`config.mk`:
```
export PLATFORM = sky130hd
export DESIGN_NAME = mac_frame_header_builder_flat
export DESIGN_NICKNAME = d
export VERILOG_FILES = /design/src/rtl/mfhb_pkg.sv /design/src/rtl/mfhb_in_if.sv /design/src/rtl/mfhb_out_if.sv /design/src/rtl/mfhb_cfg_if.sv /design/src/rtl/mfhb_cfg_regs.sv /design/src/rtl/mac_frame_header_builder.sv /design/src/flat_wrapper.sv
export SDC_FILE = /design/constraint.sdc
export NUM_CORES = 1
export LEC_CHECK = 0
export ABC_AREA = 1
export BUFFER_PORTS_ARGS = -buffer_cell sky130_fd_sc_hd__buf_4
export CAP_MARGIN = 0
export CORE_UTILIZATION = 33
export DETAILED_ROUTE_END_ITERATION = 10
export REMOVE_ABC_BUFFERS = 1
export SLEW_MARGIN = 40
export SYNTH_ARGS = -nofsm -noshare
export SYNTH_HDL_FRONTEND = slang
export SYNTH_SLANG_ARGS = --single-unit
```
`constraint.sdc`:
```
create_clock -name clk -period 2.15 [get_ports clk]
set_clock_uncertainty 0.2 [all_clocks]
set_input_delay 0.43 -clock clk [delete_from_list [all_inputs] [get_ports clk]]
set_output_delay 0.43 -clock clk [all_outputs]
set_load 0.05 [all_outputs]
```
`src/rtl/mfhb_pkg.sv`:
```
// Shared types, constants and microcode program for the MAC frame header builder.
// No dependencies; the register file, the top level, the checker and the testbench import it.
package mfhb_pkg;

  // transmit FIFO geometry
  localparam int FIFO_DEPTH = 128;
  localparam int CUR_W      = $clog2(FIFO_DEPTH + 1);
  localparam int PC_W       = 5;

  // input operation codes
  localparam logic [1:0] OP_START  = 2'd0;
  localparam logic [1:0] OP_BYTE   = 2'd1;
  localparam logic [1:0] OP_TXDONE = 2'd2;

  // result kinds
  localparam logic [1:0] KIND_WRITE   = 2'd0;
  localparam logic [1:0] KIND_TX_CMD  = 2'd1;
  localparam logic [1:0] KIND_REFUSED = 2'd2;

  // configuration register indexes
  localparam logic [2:0] REG_FC_LOW     = 3'd0;
  localparam logic [2:0] REG_FC_HIGH    = 3'd1;
  localparam logic [2:0] REG_OWN_PAN    = 3'd2;
  localparam logic [2:0] REG_OWN_SHORT  = 3'd3;
  localparam logic [2:0] REG_OWN_LONG   = 3'd4;
  localparam logic [2:0] REG_DEST_PAN   = 3'd5;
  localparam logic [2:0] REG_DEST_ADDR  = 3'd6;

  // frame control fields and protocol constants
  localparam int         FC_ACK_BIT  = 5;
  localparam int         FC_PANC_BIT = 6;
  localparam logic [1:0] MODE_NONE   = 2'd0;
  localparam logic [1:0] MODE_SHORT  = 2'd2;
  localparam logic [7:0] SEQ_RESET   = 8'h80;
  localparam logic [7:0] SEQ_MAX     = 8'hff;
  localparam logic [6:0] ADDR_HDRLEN = 7'd0;
  localparam logic [6:0] ADDR_FRMLEN = 7'd1;
  localparam logic [7:0] CMD_TX      = 8'h01;
  localparam logic [7:0] CMD_TX_ACK  = 8'h05;

  // configuration register file contents
  typedef struct packed {
    logic [7:0]  fc_low;
    logic [7:0]  fc_high;
    logic [15:0] own_pan;
    logic [15:0] own_short;
    logic [63:0] own_long;
    logic [15:0] dest_pan;
    logic [63:0] dest_addr;
  } cfg_regs_t;

  // byte source of one microcode step
  typedef enum logic [3:0] {
    SRC_NONE, SRC_FCL, SRC_FCH, SRC_SEQ, SRC_DPAN, SRC_DADDR, SRC_SPAN,
    SRC_SADDR, SRC_HDRLEN, SRC_FRMLEN, SRC_CMD, SRC_PAYLOAD, SRC_REFUSE
  } src_t;

  // branch condition taken after a step
  typedef enum logic [2:0] {
    JC_NEVER, JC_ALWAYS, JC_NO_DEST, JC_DM_SHORT, JC_NO_SPAN, JC_NO_SRC, JC_SM_SHORT
  } jcond_t;

  // end-of-request condition
  typedef enum logic [1:0] {
    DN_NEVER, DN_ALWAYS, DN_NOT_LAST
  } done_t;

  typedef struct packed {
    src_t            src;
    logic [2:0]      idx;
    jcond_t          jc;
    logic [PC_W-1:0] target;
    done_t           dn;
  } ucode_t;

  // program entry points and branch targets
  localparam logic [PC_W-1:0] PC_HDR    = 5'd0;
  localparam logic [PC_W-1:0] PC_SPAN   = 5'd13;
  localparam logic [PC_W-1:0] PC_SRC    = 5'd16;
  localparam logic [PC_W-1:0] PC_HLEN   = 5'd25;
  localparam logic [PC_W-1:0] PC_FLEN   = 5'd26;
  localparam logic [PC_W-1:0] PC_PAY    = 5'd28;
  localparam logic [PC_W-1:0] PC_REFUSE = 5'd29;

  function automatic ucode_t uw(src_t s, logic [2:0] i, jcond_t j,
                                logic [PC_W-1:0] t, done_t d);
    ucode_t w;
    w.src    = s;
    w.idx    = i;
    w.jc     = j;
    w.target = t;
    w.dn     = d;
    return w;
  endfunction

  // microcode ROM: one control word per step
  function automatic ucode_t ucode_rom(logic [PC_W-1:0] pc);
    ucode_t w;
    unique case (pc)
      5'd0:  w = uw(SRC_FCL,     3'd0, JC_NEVER,    PC_HDR,  DN_NEVER);
      5'd1:  w = uw(SRC_FCH,     3'd0, JC_NEVER,    PC_HDR,  DN_NEVER);
      5'd2:  w = uw(SRC_SEQ,     3'd0, JC_NO_DEST,  PC_SPAN, DN_NEVER);
      5'd3:  w = uw(SRC_DPAN,    3'd0, JC_NEVER,    PC_HDR,  DN_NEVER);
      5'd4:  w = uw(SRC_DPAN,    3'd1, JC_NEVER,    PC_HDR,  DN_NEVER);
      5'd5:  w = uw(SRC_DADDR,   3'd0, JC_NEVER,    PC_HDR,  DN_NEVER);
      5'd6:  w = uw(SRC_DADDR,   3'd1, JC_DM_SHORT, PC_SPAN, DN_NEVER);
      5'd7:  w = uw(SRC_DADDR,   3'd2, JC_NEVER,    PC_HDR,  DN_NEVER);
      5'd8:  w = uw(SRC_DADDR,   3'd3, JC_NEVER,    PC_HDR,  DN_NEVER);
      5'd9:  w = uw(SRC_DADDR,   3'd4, JC_NEVER,    PC_HDR,  DN_NEVER);
      5'd10: w = uw(SRC_DADDR,   3'd5, JC_NEVER,    PC_HDR,  DN_NEVER);
      5'd11: w = uw(SRC_DADDR,   3'd6, JC_NEVER,    PC_HDR,  DN_NEVER);
      5'd12: w = uw(SRC_DADDR,   3'd7, JC_NEVER,    PC_HDR,  DN_NEVER);
      5'd13: w = uw(SRC_NONE,    3'd0, JC_NO_SPAN,  PC_SRC,  DN_NEVER);
      5'd14: w = uw(SRC_SPAN,    3'd0, JC_NEVER,    PC_HDR,  DN_NEVER);
      5'd15: w = uw(SRC_SPAN,    3'd1, JC_NEVER,    PC_HDR,  DN_NEVER);
      5'd16: w = uw(SRC_NONE,    3'd0, JC_NO_SRC,   PC_HLEN, DN_NEVER);
      5'd17: w = uw(SRC_SADDR,   3'd0, JC_NEVER,    PC_HDR,  DN_NEVER);
      5'd18: w = uw(SRC_SADDR,   3'd1, JC_SM_SHORT, PC_HLEN, DN_NEVER);
      5'd19: w = uw(SRC_SADDR,   3'd2, JC_NEVER,    PC_HDR,  DN_NEVER);
      5'd20: w = uw(SRC_SADDR,   3'd3, JC_NEVER,    PC_HDR,  DN_NEVER);
      5'd21: w = uw(SRC_SADDR,   3'd4, JC_NEVER,    PC_HDR,  DN_NEVER);
      5'd22: w = uw(SRC_SADDR,   3'd5, JC_NEVER,    PC_HDR,  DN_NEVER);
      5'd23: w = uw(SRC_SADDR,   3'd6, JC_NEVER,    PC_HDR,  DN_NEVER);
      5'd24: w = uw(SRC_SADDR,   3'd7, JC_NEVER,    PC_HDR,  DN_NEVER);
      5'd25: w = uw(SRC_HDRLEN,  3'd0, JC_NEVER,    PC_HDR,  DN_NOT_LAST);
      5'd26: w = uw(SRC_FRMLEN,  3'd0, JC_NEVER,    PC_HDR,  DN_NEVER);
      5'd27: w = uw(SRC_CMD,     3'd0, JC_NEVER,    PC_HDR,  DN_ALWAYS);
      5'd28: w = uw(SRC_PAYLOAD, 3'd0, JC_ALWAYS,   PC_FLEN, DN_NOT_LAST);
      5'd29: w = uw(SRC_REFUSE,  3'd0, JC_NEVER,    PC_HDR,  DN_ALWAYS);
      default: w = uw(SRC_NONE,  3'd0, JC_NEVER,    PC_HDR,  DN_ALWAYS);
    endcase
    return w;
  endfunction

  // pick byte idx of a 64-bit field, low byte first
  function automatic logic [7:0] byte_of(logic [63:0] v, logic [2:0] idx);
    return v[{idx, 3'b000} +: 8];
  endfunction

endpackage

```
`src/rtl/mfhb_in_if.sv`:
```
// Input request channel of the frame header builder: valid/ready plus item fields.
// Stand-alone, no package dependency.
interface mfhb_in_if;
  logic       valid;
  logic       ready;
  logic [1:0] operation;
  logic [7:0] data_byte;
  logic       last;

  modport source (output valid, operation, data_byte, last, input ready);
  modport sink   (input valid, operation, data_byte, last, output ready);
endinterface

```
`src/rtl/mfhb_out_if.sv`:
```
// Result channel of the frame header builder: valid/ready plus result fields.
// Stand-alone, no package dependency.
interface mfhb_out_if;
  logic       valid;
  logic       ready;
  logic [1:0] kind;
  logic [6:0] fifo_addr;
  logic [7:0] value;
  logic       overflow;
  logic       last_result;

  modport source (output valid, kind, fifo_addr, value, overflow, last_result,
                  input ready);
  modport sink   (input valid, kind, fifo_addr, value, overflow, last_result,
                  output ready);
endinterface

```
`src/rtl/mfhb_cfg_if.sv`:
```
// Configuration write channel: valid/ready, register index and write data.
// Stand-alone, no package dependency.
interface mfhb_cfg_if;
  logic        valid;
  logic        ready;
  logic [2:0]  index;
  logic [63:0] data;

  modport source (output valid, index, data, input ready);
  modport sink   (input valid, index, data, output ready);
endinterface

```
`src/rtl/mfhb_cfg_regs.sv`:
```
// Configuration register file of the frame header builder.
// Depends on mfhb_pkg and mfhb_cfg_if.
module mfhb_cfg_regs
  import mfhb_pkg::*;
(
  input  logic          clk,
  input  logic          rst_n,
  mfhb_cfg_if.sink      cfg_ch,
  output cfg_regs_t     regs
);

  cfg_regs_t regs_r;
  cfg_regs_t regs_nxt;

  // writes are always taken
  assign cfg_ch.ready = 1'b1;
  assign regs         = regs_r;

  // register decode, unknown indexes are dropped
  always_comb begin
    regs_nxt = regs_r;
    if (cfg_ch.valid) begin
      unique case (cfg_ch.index)
        REG_FC_LOW:    regs_nxt.fc_low    = cfg_ch.data[7:0];
        REG_FC_HIGH:   regs_nxt.fc_high   = cfg_ch.data[7:0];
        REG_OWN_PAN:   regs_nxt.own_pan   = cfg_ch.data[15:0];
        REG_OWN_SHORT: regs_nxt.own_short = cfg_ch.data[15:0];
        REG_OWN_LONG:  regs_nxt.own_long  = cfg_ch.data;
        REG_DEST_PAN:  regs_nxt.dest_pan  = cfg_ch.data[15:0];
        REG_DEST_ADDR: regs_nxt.dest_addr = cfg_ch.data;
        default:       regs_nxt = regs_r;
      endcase
    end
  end

  always_ff @(posedge clk) begin
    if (!rst_n) begin
      regs_r <= '0;
    end else begin
      regs_r <= regs_nxt;
    end
  end

endmodule

```
`src/rtl/mac_frame_header_builder.sv`:
```
// Top level of the 802.15.4 MAC frame header builder: microcoded sequencer and datapath.
// Depends on mfhb_pkg, the three channel interfaces and mfhb_cfg_regs.
//
// Turns start, payload-byte and transmission-finished requests into a stream of
// transmit FIFO writes, start commands and refusals. An accepted request is
// registered on entry, then the microcode steps run; a step with a result waits
// while the result register holds one not yet taken. A payload byte gives one
// write, a closing one also the frame length and start command, a refused start
// one refusal, a frame start up to 24 writes plus two skip steps by address mode,
// and the length and command too when it closes an empty frame. The step counter
// walks the control ROM; the input is not taken while a program runs. The result
// register lets the next request enter while the last result still waits.
// Writes beyond the FIFO depth are reported with overflow set and dropped.
module mac_frame_header_builder
  import mfhb_pkg::*;
(
  input  logic       clk,
  input  logic       rst_n,
  mfhb_in_if.sink    in_ch,
  mfhb_out_if.source out_ch,
  mfhb_cfg_if.sink   cfg_ch
);

  cfg_regs_t regs;

  mfhb_cfg_regs u_cfg_regs (
    .clk    (clk),
    .rst_n  (rst_n),
    .cfg_ch (cfg_ch),
    .regs   (regs)
  );

  // control state
  logic             run_r, run_nxt;
  logic [PC_W-1:0]  pc_r, pc_nxt;
  logic             busy_r, busy_nxt;
  logic             collecting_r, collecting_nxt;
  logic [7:0]       seq_r, seq_nxt;
  logic [CUR_W-1:0] cursor_r, cursor_nxt;
  logic             out_valid_r, out_valid_nxt;

  // request payload and result payload
  logic       last_r, last_nxt;
  logic [7:0] byte_r, byte_nxt;
  logic [1:0] kind_r, kind_nxt;
  logic [6:0] addr_r, addr_nxt;
  logic [7:0] value_r, value_nxt;
  logic       ovf_r, ovf_nxt;
  logic       lres_r, lres_nxt;

  ucode_t      uc;
  logic [1:0]  dm;
  logic [1:0]  sm;
  logic        emit;
  logic        fire;
  logic        done;
  logic        jump;
  logic        in_acc;
  logic        fifo_src;
  logic [7:0]  src_byte;
  logic [15:0] cur_ext;
  logic [7:0]  len;
  logic [63:0] saddr;

  assign in_ch.ready        = !run_r;
  assign in_acc             = in_ch.valid && !run_r;
  assign out_ch.valid       = out_valid_r;
  assign out_ch.kind        = kind_r;
  assign out_ch.fifo_addr   = addr_r;
  assign out_ch.value       = value_r;
  assign out_ch.overflow    = ovf_r;
  assign out_ch.last_result = lres_r;

  // control word and frame control decode
  assign uc    = ucode_rom(pc_r);
  assign dm    = regs.fc_high[3:2];
  assign sm    = regs.fc_high[7:6];
  assign emit  = (uc.src != SRC_NONE);
  assign fire  = run_r && (!emit || !out_valid_r || out_ch.ready);
  assign saddr = sm[0] ? regs.own_long : {48'd0, regs.own_short};

  // length of kept bytes after the two length slots, modulo 256
  assign cur_ext = 16'(cursor_r);
  assign len     = 8'(cur_ext - 16'd2);

  // end of request and branch decision
  always_comb begin
    unique case (uc.dn)
      DN_NEVER:    done = 1'b0;
      DN_ALWAYS:   done = 1'b1;
      DN_NOT_LAST: done = !last_r;
      default:     done = 1'b1;
    endcase
    unique case (uc.jc)
      JC_NEVER:    jump = 1'b0;
      JC_ALWAYS:   jump = 1'b1;
      JC_NO_DEST:  jump = !dm[1];
      JC_DM_SHORT: jump = (dm == MODE_SHORT);
      JC_NO_SPAN:  jump = !((dm != MODE_NONE) && (sm != MODE_NONE)
                            && !regs.fc_low[FC_PANC_BIT]);
      JC_NO_SRC:   jump = !sm[1];
      JC_SM_SHORT: jump = (sm == MODE_SHORT);
      default:     jump = 1'b0;
    endcase
  end

  // byte source mux
  always_comb begin
    fifo_src = 1'b1;
    unique case (uc.src)
      SRC_FCL:     src_byte = regs.fc_low;
      SRC_FCH:     src_byte = regs.fc_high;
      SRC_SEQ:     src_byte = seq_r;
      SRC_DPAN:    src_byte = byte_of({48'd0, regs.dest_pan}, uc.idx);
      SRC_DADDR:   src_byte = byte_of(regs.dest_addr, uc.idx);
      SRC_SPAN:    src_byte = byte_of({48'd0, regs.own_pan}, uc.idx);
      SRC_SADDR:   src_byte = byte_of(saddr, uc.idx);
      SRC_PAYLOAD: src_byte = byte_r;
      default: begin
        src_byte = len;
        fifo_src = 1'b0;
      end
    endcase
  end

  // sequencer and datapath next state
  always_comb begin
    run_nxt        = run_r;
    pc_nxt         = pc_r;
    busy_nxt       = busy_r;
    collecting_nxt = collecting_r;
    seq_nxt        = seq_r;
    cursor_nxt     = cursor_r;
    out_valid_nxt  = out_valid_r;
    last_nxt       = last_r;
    byte_nxt       = byte_r;
    kind_nxt       = kind_r;
    addr_nxt       = addr_r;
    value_nxt      = value_r;
    ovf_nxt        = ovf_r;
    lres_nxt       = lres_r;

    // result register drains
    if (out_valid_r && out_ch.ready) begin
      out_valid_nxt = 1'b0;
    end

    // request entry picks the program; a finished transmission only clears busy
    if (in_acc) begin
      last_nxt = in_ch.last;
      byte_nxt = in_ch.data_byte;
      unique case (in_ch.operation)
        OP_START: begin
          run_nxt = 1'b1;
          if (busy_r || collecting_r) begin
            pc_nxt = PC_REFUSE;
          end else begin
            pc_nxt     = PC_HDR;
            cursor_nxt = CUR_W'(2);
          end
        end
        OP_BYTE: begin
          if (collecting_r) begin
            run_nxt = 1'b1;
            pc_nxt  = PC_PAY;
          end
        end
        OP_TXDONE: busy_nxt = 1'b0;
        default:   run_nxt = run_r;
      endcase
    end

    // one microcode step
    if (fire) begin
      if (done) begin
        run_nxt = 1'b0;
      end else if (jump) begin
        pc_nxt = uc.target;
      end else begin
        pc_nxt = pc_r + 1'b1;
      end

      if (emit) begin
        out_valid_nxt = 1'b1;
        lres_nxt      = done;
        kind_nxt      = KIND_WRITE;
        addr_nxt      = '0;
        value_nxt     = src_byte;
        ovf_nxt       = 1'b0;
        if (fifo_src) begin
          if (cursor_r < CUR_W'(FIFO_DEPTH)) begin
            addr_nxt   = cursor_r[6:0];
            cursor_nxt = cursor_r + 1'b1;
          end else begin
            ovf_nxt = 1'b1;
          end
        end
        unique case (uc.src)
          SRC_SEQ: begin
            seq_nxt = (seq_r == SEQ_MAX) ? SEQ_RESET : seq_r + 8'd1;
          end
          SRC_HDRLEN: begin
            addr_nxt       = ADDR_HDRLEN;
            collecting_nxt = 1'b1;
          end
          SRC_FRMLEN: addr_nxt = ADDR_FRMLEN;
          SRC_CMD: begin
            kind_nxt       = KIND_TX_CMD;
            value_nxt      = regs.fc_low[FC_ACK_BIT] ? CMD_TX_ACK : CMD_TX;
            collecting_nxt = 1'b0;
            busy_nxt       = 1'b1;
          end
          SRC_REFUSE: begin
            kind_nxt  = KIND_REFUSED;
            value_nxt = '0;
          end
          default: seq_nxt = seq_r;
        endcase
      end
    end
  end

  // control state
  always_ff @(posedge clk) begin
    if (!rst_n) begin
      run_r        <= 1'b0;
      pc_r         <= PC_HDR;
      busy_r       <= 1'b0;
      collecting_r <= 1'b0;
      seq_r        <= SEQ_RESET;
      cursor_r     <= '0;
      out_valid_r  <= 1'b0;
    end else begin
      run_r        <= run_nxt;
      pc_r         <= pc_nxt;
      busy_r       <= busy_nxt;
      collecting_r <= collecting_nxt;
      seq_r        <= seq_nxt;
      cursor_r     <= cursor_nxt;
      out_valid_r  <= out_valid_nxt;
    end
  end

  // payload registers
  always_ff @(posedge clk) begin
    last_r  <= last_nxt;
    byte_r  <= byte_nxt;
    kind_r  <= kind_nxt;
    addr_r  <= addr_nxt;
    value_r <= value_nxt;
    ovf_r   <= ovf_nxt;
    lres_r  <= lres_nxt;
  end

endmodule

```
`src/flat_wrapper.sv`:
```
// flat-port wrapper written by rule: the top's interface ports become plain ports
module mac_frame_header_builder_flat import mfhb_pkg::*;
  (clk, rst_n, in_ch_valid, in_ch_operation, in_ch_data_byte, in_ch_last, in_ch_ready, out_ch_valid, out_ch_kind, out_ch_fifo_addr, out_ch_value, out_ch_overflow, out_ch_last_result, out_ch_ready, cfg_ch_valid, cfg_ch_index, cfg_ch_data, cfg_ch_ready);
  mfhb_in_if in_ch_i ();
  mfhb_out_if out_ch_i ();
  mfhb_cfg_if cfg_ch_i ();
  input  logic clk;
  input  logic rst_n;
  input wire logic [$bits(in_ch_i.valid)-1:0] in_ch_valid;
  input wire logic [$bits(in_ch_i.operation)-1:0] in_ch_operation;
  input wire logic [$bits(in_ch_i.data_byte)-1:0] in_ch_data_byte;
  input wire logic [$bits(in_ch_i.last)-1:0] in_ch_last;
  output wire logic [$bits(in_ch_i.ready)-1:0] in_ch_ready;
  output wire logic [$bits(out_ch_i.valid)-1:0] out_ch_valid;
  output wire logic [$bits(out_ch_i.kind)-1:0] out_ch_kind;
  output wire logic [$bits(out_ch_i.fifo_addr)-1:0] out_ch_fifo_addr;
  output wire logic [$bits(out_ch_i.value)-1:0] out_ch_value;
  output wire logic [$bits(out_ch_i.overflow)-1:0] out_ch_overflow;
  output wire logic [$bits(out_ch_i.last_result)-1:0] out_ch_last_result;
  input wire logic [$bits(out_ch_i.ready)-1:0] out_ch_ready;
  input wire logic [$bits(cfg_ch_i.valid)-1:0] cfg_ch_valid;
  input wire logic [$bits(cfg_ch_i.index)-1:0] cfg_ch_index;
  input wire logic [$bits(cfg_ch_i.data)-1:0] cfg_ch_data;
  output wire logic [$bits(cfg_ch_i.ready)-1:0] cfg_ch_ready;
  assign in_ch_i.valid = in_ch_valid;
  assign in_ch_i.operation = in_ch_operation;
  assign in_ch_i.data_byte = in_ch_data_byte;
  assign in_ch_i.last = in_ch_last;
  assign in_ch_ready = in_ch_i.ready;
  assign out_ch_valid = out_ch_i.valid;
  assign out_ch_kind = out_ch_i.kind;
  assign out_ch_fifo_addr = out_ch_i.fifo_addr;
  assign out_ch_value = out_ch_i.value;
  assign out_ch_overflow = out_ch_i.overflow;
  assign out_ch_last_result = out_ch_i.last_result;
  assign out_ch_i.ready = out_ch_ready;
  assign cfg_ch_i.valid = cfg_ch_valid;
  assign cfg_ch_i.index = cfg_ch_index;
  assign cfg_ch_i.data = cfg_ch_data;
  assign cfg_ch_ready = cfg_ch_i.ready;
  mac_frame_header_builder u_core (.clk(clk), .rst_n(rst_n), .in_ch(in_ch_i), .out_ch(out_ch_i), .cfg_ch(cfg_ch_i));
endmodule
```
==> results of run 1 <==
==> area by class of cell <==
type	count	area, µm²
well taps	461	576.8
multi-input cells	1211	6106
inverters	116	445.4
clock inverters	11	143.9
flip-flops and latches	262	5539
clock buffers	40	807.0
repair buffers	320	2940
fillers	3492	19010
==> state kept, by name, summed over array words and instances, names as in the netlist, 2 cells and up <==
register	count
u_core.u_cfg_regs.regs	192
u_core.uc	17
u_core.byte_r	8
u_core.cursor_r	8
u_core.out_ch.value	8
u_core.seq_r	8
u_core.out_ch.fifo_addr	7
u_core.pc_r	5
u_core.out_ch.kind	2
==> worst min-delay path: stages <==
cell and delay, ns:
buf_4 0.10, a31oi_1 0.07, nor2_1 0.10, nor2_1 0.04
==> cells by family (layout without fill, tap and decap cells) <==
family,after synthesis,in the layout,share of synthesized area [%]
AOI/OAI and AO/OA,323,323,14.29
xor gates and xnor gates,8,8,0.5864
adders and majority gates,11,11,1.152
buffers and inverters,211,487,6.859
DFF,262,262,46.24
muxes,5,5,0.4189
other,1,1,0.03138
and+or+nand+nor,863,863,30.42
==> stage by stage <==
stage                     hold slack (ns)  setup TNS, ns  total power, W  std cells  area [µm²]
after floorplan                    0.2238        -212.75        0.006423       1589       11560
after global placement             0.2350         -4.931        0.007534       2273       14030
after detailed placement           0.2434         -5.344        0.007546       2273       14030
after CTS                         0.02237        -0.5311         0.01292       2408       16140
after global routing              0.05594         -2.682         0.01359       2421       16560
final                             0.03263        -0.1568         0.01305       2421       16560
==> layer usage <==
layer  wire [µm]  vias to the layer above  track usage, %
met4        1191                        0           7.450
met1       17400                     5718           27.72
met2       17910                      306           33.97
met5           0                        -               0
li1            -                     6055               -
met3        2078                       66           2.691
==> placed cells by master (no fill, tap or decap), drive strengths merged, types with 3 or more instances in the layout <==
cell type    count
nor2           396
nand2          249
buf            243
o21ai          241
dfxtp          234
nand3          182
inv            113
dlygate4sd3     74
a21oi           54
clkbuf          42
edfxtp          28
nand4           20
ha              11
nor3            10
clkinv          10
xor2             7
o211ai           7
mux2i            5
a31oi            4
a221oi           4
and3             3
bufinv           3
==> power breakdown <==
group,internal [W],switching (W)
combinational,0.00120,0.00160
sequential,0.00516,0.000108
clock,0.00297,0.00202
total,0.00933,0.00372
==> path summary, 6_finish.rpt <==
check / to / start / depth (start not counted)
setup / recovery: u_core.uc[1] / u_core.uc[9] / 11
hold / removal: u_core.busy_r / in_ch_operation[1] / 4
setup reg to reg: u_core.uc[1] / u_core.uc[9] / 11
hold reg to reg: u_core.u_cfg_regs.regs[159] / u_core.u_cfg_regs.regs[159] / 2
==> repair_timing <==
action	in CTS	in global routing
resized for setup	73	93
pin swaps	25	43
buffers inserted	7	12
hold buffers	74	0
endpoints found under the hold margin	163	0
cloned	4	3
endpoints found under the setup margin	32	38
==> impl_metrics.json, run 1 <==
{
  "synthTopCellsByArea": "dfxtp_1, nor2_1, o21ai_0, nand2_1, nand3_1",
  "finalWirelength_mm": 38.59,
  "ios": 105,
  "grt-ovfl-total": 0,
  "worstPathCellList": "buf_4, o22ai_2, nand3_2, nand2_2, o21ai_2, o21ai_2, nand2_4, buf_4, ha_2, o211ai_1, inv_1",
  "max_stage_delay_ns": 0.36,
  "cp_max_fo": 5,
  "slowest_stage": "dfxtp_4",
  "num_rows": 69,
  "hold_viol_final": 0,
  "fmax_mhz": 453.3,
  "synthesis.area_um2": 11950,
  "grt_pass1_vias": 11498,
  "coreArea_um2": 35570,
  "slew_headroom_pct": 49.09,
  "avgSynthCellArea_um2": 7.096,
  "hp-class": "input port to register",
  "die_area_um2": 36970,
  "drcViolationCount": 0,
  "path_clk_slew_ns": 0.06,
  "diodes": 0,
  "portBuffers": 103,
  "cts_max_path_buffers": 3,
  "netlist_top_cells_count": "nor2_1, nand2_1, o21ai_0",
  "period_share_pct": 102.6,
  "initialDrtViolationCount": 895,
  "antenna_left": 0,
  "vias": 12145,
  "cts_tree": "built",
  "crit_family": "compound AO/OA/AOI/OAI gates",
  "yosysTopAreaCell": "dfxtp_1",
  "antenna_found_initial": 0,
  "synth_top_area_share_pct": 39.20,
  "endpoint_kind": "register",
  "pre_cts_ws_ns": -0.3668,
  "dr.pass1.iters": 5,
  "routedWlPerCell_um": 15.94,
  "power_density_nw_per_um2": 788.4,
  "ys_async_sr_fraction_pct": 0,
  "start_util_pct": 33.59,
  "outcome": "finished, violations left",
  "r2r_setup_slack_ns": -0.06,
  "start_kind": "register",
  "gp_congestion": 0.8466,
  "ir_drop_mv": 0.5438,
  "fin_nets": 2033,
  "report.final.slew_viol_count": 0,
  "cp_num_buf_inv": 3,
  "synth_flop_cell": "dfxtp_1",
  "synth-edff-count": 28,
  "hpwl_mm": 24.71,
  "grt_max_degree": 197,
  "vias_per_cell": 5.017,
  "grtUsageTotal_pct": 20.70,
  "die_w_um": 192.3,
  "report.final.setup_viol": 9,
  "worst_slack_ns": -0.05598,
  "tightest_slew_ns": 0.7636,
  "arrival_ns": 2.44,
  "drive_above_1_share_pct": 22.24,
  "grt_pass1_wl_mm": 61.49,
  "synth.most_common_cell": "nor2_1",
  "min_period_ns": 2.206,
  "synth_cells": 1684,
  "cap_violations": 0,
  "root_buffer": "clkbuf_16",
  "utilization_pct": 46.55,
  "h-tree-depth": 1,
  "cts.sinks": 262,
  "required_ns": 2.38,
  "clk_latency_ns": 0.55,
  "synth.distinct_cells": 45,
  "yosysSeqAreaShare_pct": 46.24,
  "yosys_register_bits": 262,
  "rsz0062_at_grt": "yes",
  "critPathKind": "register to register",
  "die_h_um": 192.3,
  "violations": "negative setup slack",
  "p_leak_nw": 7.190,
  "synth_warnings": 0,
  "area_growth_pct": 38.58,
  "numCtsBuffers": 28
}
No activity file was read; power rests on OpenSTA's default activity.
==> run 2: changes to the inputs <==
--- a/config.mk
+++ b/config.mk
@@ -5,7 +5,6 @@
 export SDC_FILE = /design/constraint.sdc
 export NUM_CORES = 1
 export LEC_CHECK = 0
-export ABC_AREA = 1
 export BUFFER_PORTS_ARGS = -buffer_cell sky130_fd_sc_hd__buf_4
 export CAP_MARGIN = 0
 export CORE_UTILIZATION = 33
==> impl_metrics.json, run 2 <==
{
  "fin_cells": 2289,
  "gp_congestion": 0.8541,
  "path_clk_slew_ns": 0.06,
  "cts_max_path_buffers": 3,
  "hold-path-endpoint": "u_core.u_cfg_regs.regs[151]",
  "synth.distinct_cells": 75,
  "ios": 105,
  "cap_violations": 0,
  "synth.most_common_cell": "nand2_1",
  "synthesis.area_um2": 12400,
  "netlist_top_cells_count": "nand2_1, dfxtp_1, a21boi_0",
  "power_density_nw_per_um2": 652.0,
  "report.final.slew_viol_count": 0,
  "grt_pass1_wl_mm": 63.38,
  "max_stage_delay_ns": 0.37,
  "synth_cells": 1504,
  "area_growth_pct": 43.93,
  "ir_drop_mv": 0.6192,
  "crit_path_frequent_cell": "buf_4",
  "critPathKind": "register to register",
  "slowest_stage": "dfxtp_4",
  "coreArea_um2": 36790,
  "crit_family": "compound AO/OA/AOI/OAI gates",
  "cts.sinks": 262,
  "power_switching_w": 0.002959,
  "ys_async_sr_fraction_pct": 0,
  "synth_warnings": 0,
  "met2_usage_pct": 33.53,
  "die_area_um2": 38350,
  "fin_nets": 1895,
  "antenna_left": 0,
  "required_ns": 2.38,
  "worstPathCellList": "nor4_4, buf_4, o2111a_2, nand2_4, nor4_4, a311oi_2, buf_4, buf_4, a21o_1, a221o_1",
  "portBuffers": 103,
  "hold_viol_final": 0,
  "slew_headroom_pct": 53.96,
  "p_clk_share_pct": 42.2,
  "root_buffer": "clkbuf_16",
  "start_util_pct": 33.70,
  "h-tree-depth": 1,
  "cp_max_fo": 8,
  "top_usage_layer": "met2",
  "p_comb_share_pct": 13.6,
  "drcViolationCount": 0,
  "finalWirelength_mm": 40.33,
  "r2r_end": "u_core.uc[10]",
  "avgSynthCellArea_um2": 8.243,
  "min_period_ns": 2.727,
  "yosysTopAreaCell": "dfxtp_1",
  "met3_usage_pct": 2.458,
  "yosysSeqAreaShare_pct": 44.57,
  "diodes": 0,
  "routedWlPerCell_um": 17.62,
  "die_w_um": 195.8,
  "tns_ns": -15.88,
  "vias": 11793,
  "start_kind": "register",
  "grtUsageMet1_pct": 28.69,
  "num_rows": 70,
  "cts_tree": "built",
  "seqCellArea_um2": 5539,
  "synth_top_area_share_pct": 37.78,
  "worstHoldPathCells": 3,
  "pre_cts_ws_ns": -0.8802,
  "report.final.setup_viol": 44,
  "min-delay-start": "cfg_ch_data[7]",
  "numCtsBuffers": 29,
  "layout_common_cells": "nand2_1, buf_4, dfxtp_1, a21boi_0, dlygate4sd3_1",
  "reg2reg_depth": 10,
  "die_h_um": 195.8,
  "final_common_cell": "nand2_1",
  "largest_reg_flops": 192,
  "fmax_mhz": 366.7,
  "r2r_setup_slack_ns": -0.58,
  "rsz0062_at_grt": "yes",
  "tightest_slew_ns": 0.6906,
  "hp-class": "input port to register",
  "violations": "negative setup slack",
  "drive_above_1_share_pct": 26.91,
  "initialDrtViolationCount": 772,
  "synth-edff-count": 28,
  "worst_slack_ns": -0.5767,
  "grtUsageTotal_pct": 20.57,
  "yosys_register_bits": 262,
  "fillers": 3434,
  "antenna_found_initial": 0,
  "grt_max_degree": 114,
  "r2r-start": "u_core.uc[15]",
  "p_int_w": 0.008676,
  "switching_share_pct": 25.43,
  "synthTopCellsByArea": "dfxtp_1, nand2_1, a21boi_0, edfxtp_1, mux2i_1",
  "dr.pass1.iters": 5,
  "clk_latency_ns": 0.56,
  "dp.cells": 2136,
  "outcome": "finished, violations left",
  "hold_ws_ns": 0.02603,
  "utilization_pct": 48.51,
  "arrival_ns": 2.96,
  "synth_flop_cell": "dfxtp_1",
  "endpoint_kind": "register",
  "multi_input_area_um2": 7229,
  "period_share_pct": 126.8,
  "grt-ovfl-total": 0,
  "cp_num_buf_inv": 3,
  "vias_per_cell": 5.152,
  "p_leak_nw": 6.429,
  "hpwl_mm": 25.61,
  "pwr-share-seq_pct": 44.1,
  "grt_pass1_vias": 11234
}
run 2: area by class of cell:
class	count	share of cell area (%)
Clock inverter	13	0.7432
Clock buffer	38	4.480
Tap cell	468	3.281
Inverter	19	0.4558
Timing Repair Buffer	374	19.49
Sequential cell	262	31.04
Multi-Input combinational cell	1115	40.51
run 2: what timing repair did:
action                                  4_1_cts  5_1_grt
pin swaps                                    40       33
hold buffers                                 72        0
gates cloned                                  7        1
setup buffers                                19       11
endpoints found under the setup margin       49       50
endpoints found under the hold margin       175        0
gates resized for setup                     126       91
run 2: how the worst max path moves through the flow:
stage	startpoint	to	slack, ns	depth (start not counted)
after floorplan	u_core.uc[13]	u_core.out_ch.value[3]	-3.48	7
after global placement	u_core.uc[9]	u_core.uc[10]	-0.87	12
after detailed placement	u_core.uc[9]	u_core.uc[15]	-0.88	13
after CTS	u_core.uc[9]	u_core.uc[14]	-0.57	12
after global routing	u_core.uc[15]	u_core.uc[10]	-0.67	10
final	u_core.uc[15]	u_core.uc[10]	-0.58	10
run 2: stage by stage:
stage	total power (W)	cell area (µm²)
3_3_place_gp	0.006452	14800
5_1_grt	0.01205	17840
6_report	0.01164	17840
3_5_place_dp	0.006460	14800
4_1_cts	0.01160	17330
2_1_floorplan	0.005787	11970
run 2: cell families after synthesis:
logic type / share of synthesized area (%)
simple gates: 21.46
compound gates: 24.03
flops: 44.57
buf+inv: 4.006
mux: 3.462
xor+xnor: 1.342
fa+ha+maj: 1.110
other cells: 0.03025
run 2: routing by layer:
layer  vias up  share of wire [%]  wire, µm
met5         -                  0         0
met4         0                2.1       861
met3        54                4.9      1964
met2       309                 47     18940
met1      5634                 46     18570
li1       5796                  -         -
run 2: worst min-delay path, cell delays in order:
cell and delay (ns):
buf_4 0.17, nand2_1 0.07, a21boi_0 0.06
run 2: power groups by stage:
stage	sequential, W	combinational [W]	clock [W]
final	0.00514	0.00158	0.00491
after global routing	0.00514	0.00169	0.00521
after CTS	0.00513	0.00148	0.00499
after detailed placement	0.00524	0.00122	0
after global placement	0.00523	0.00122	0
after floorplan	0.00531	0.000475	0
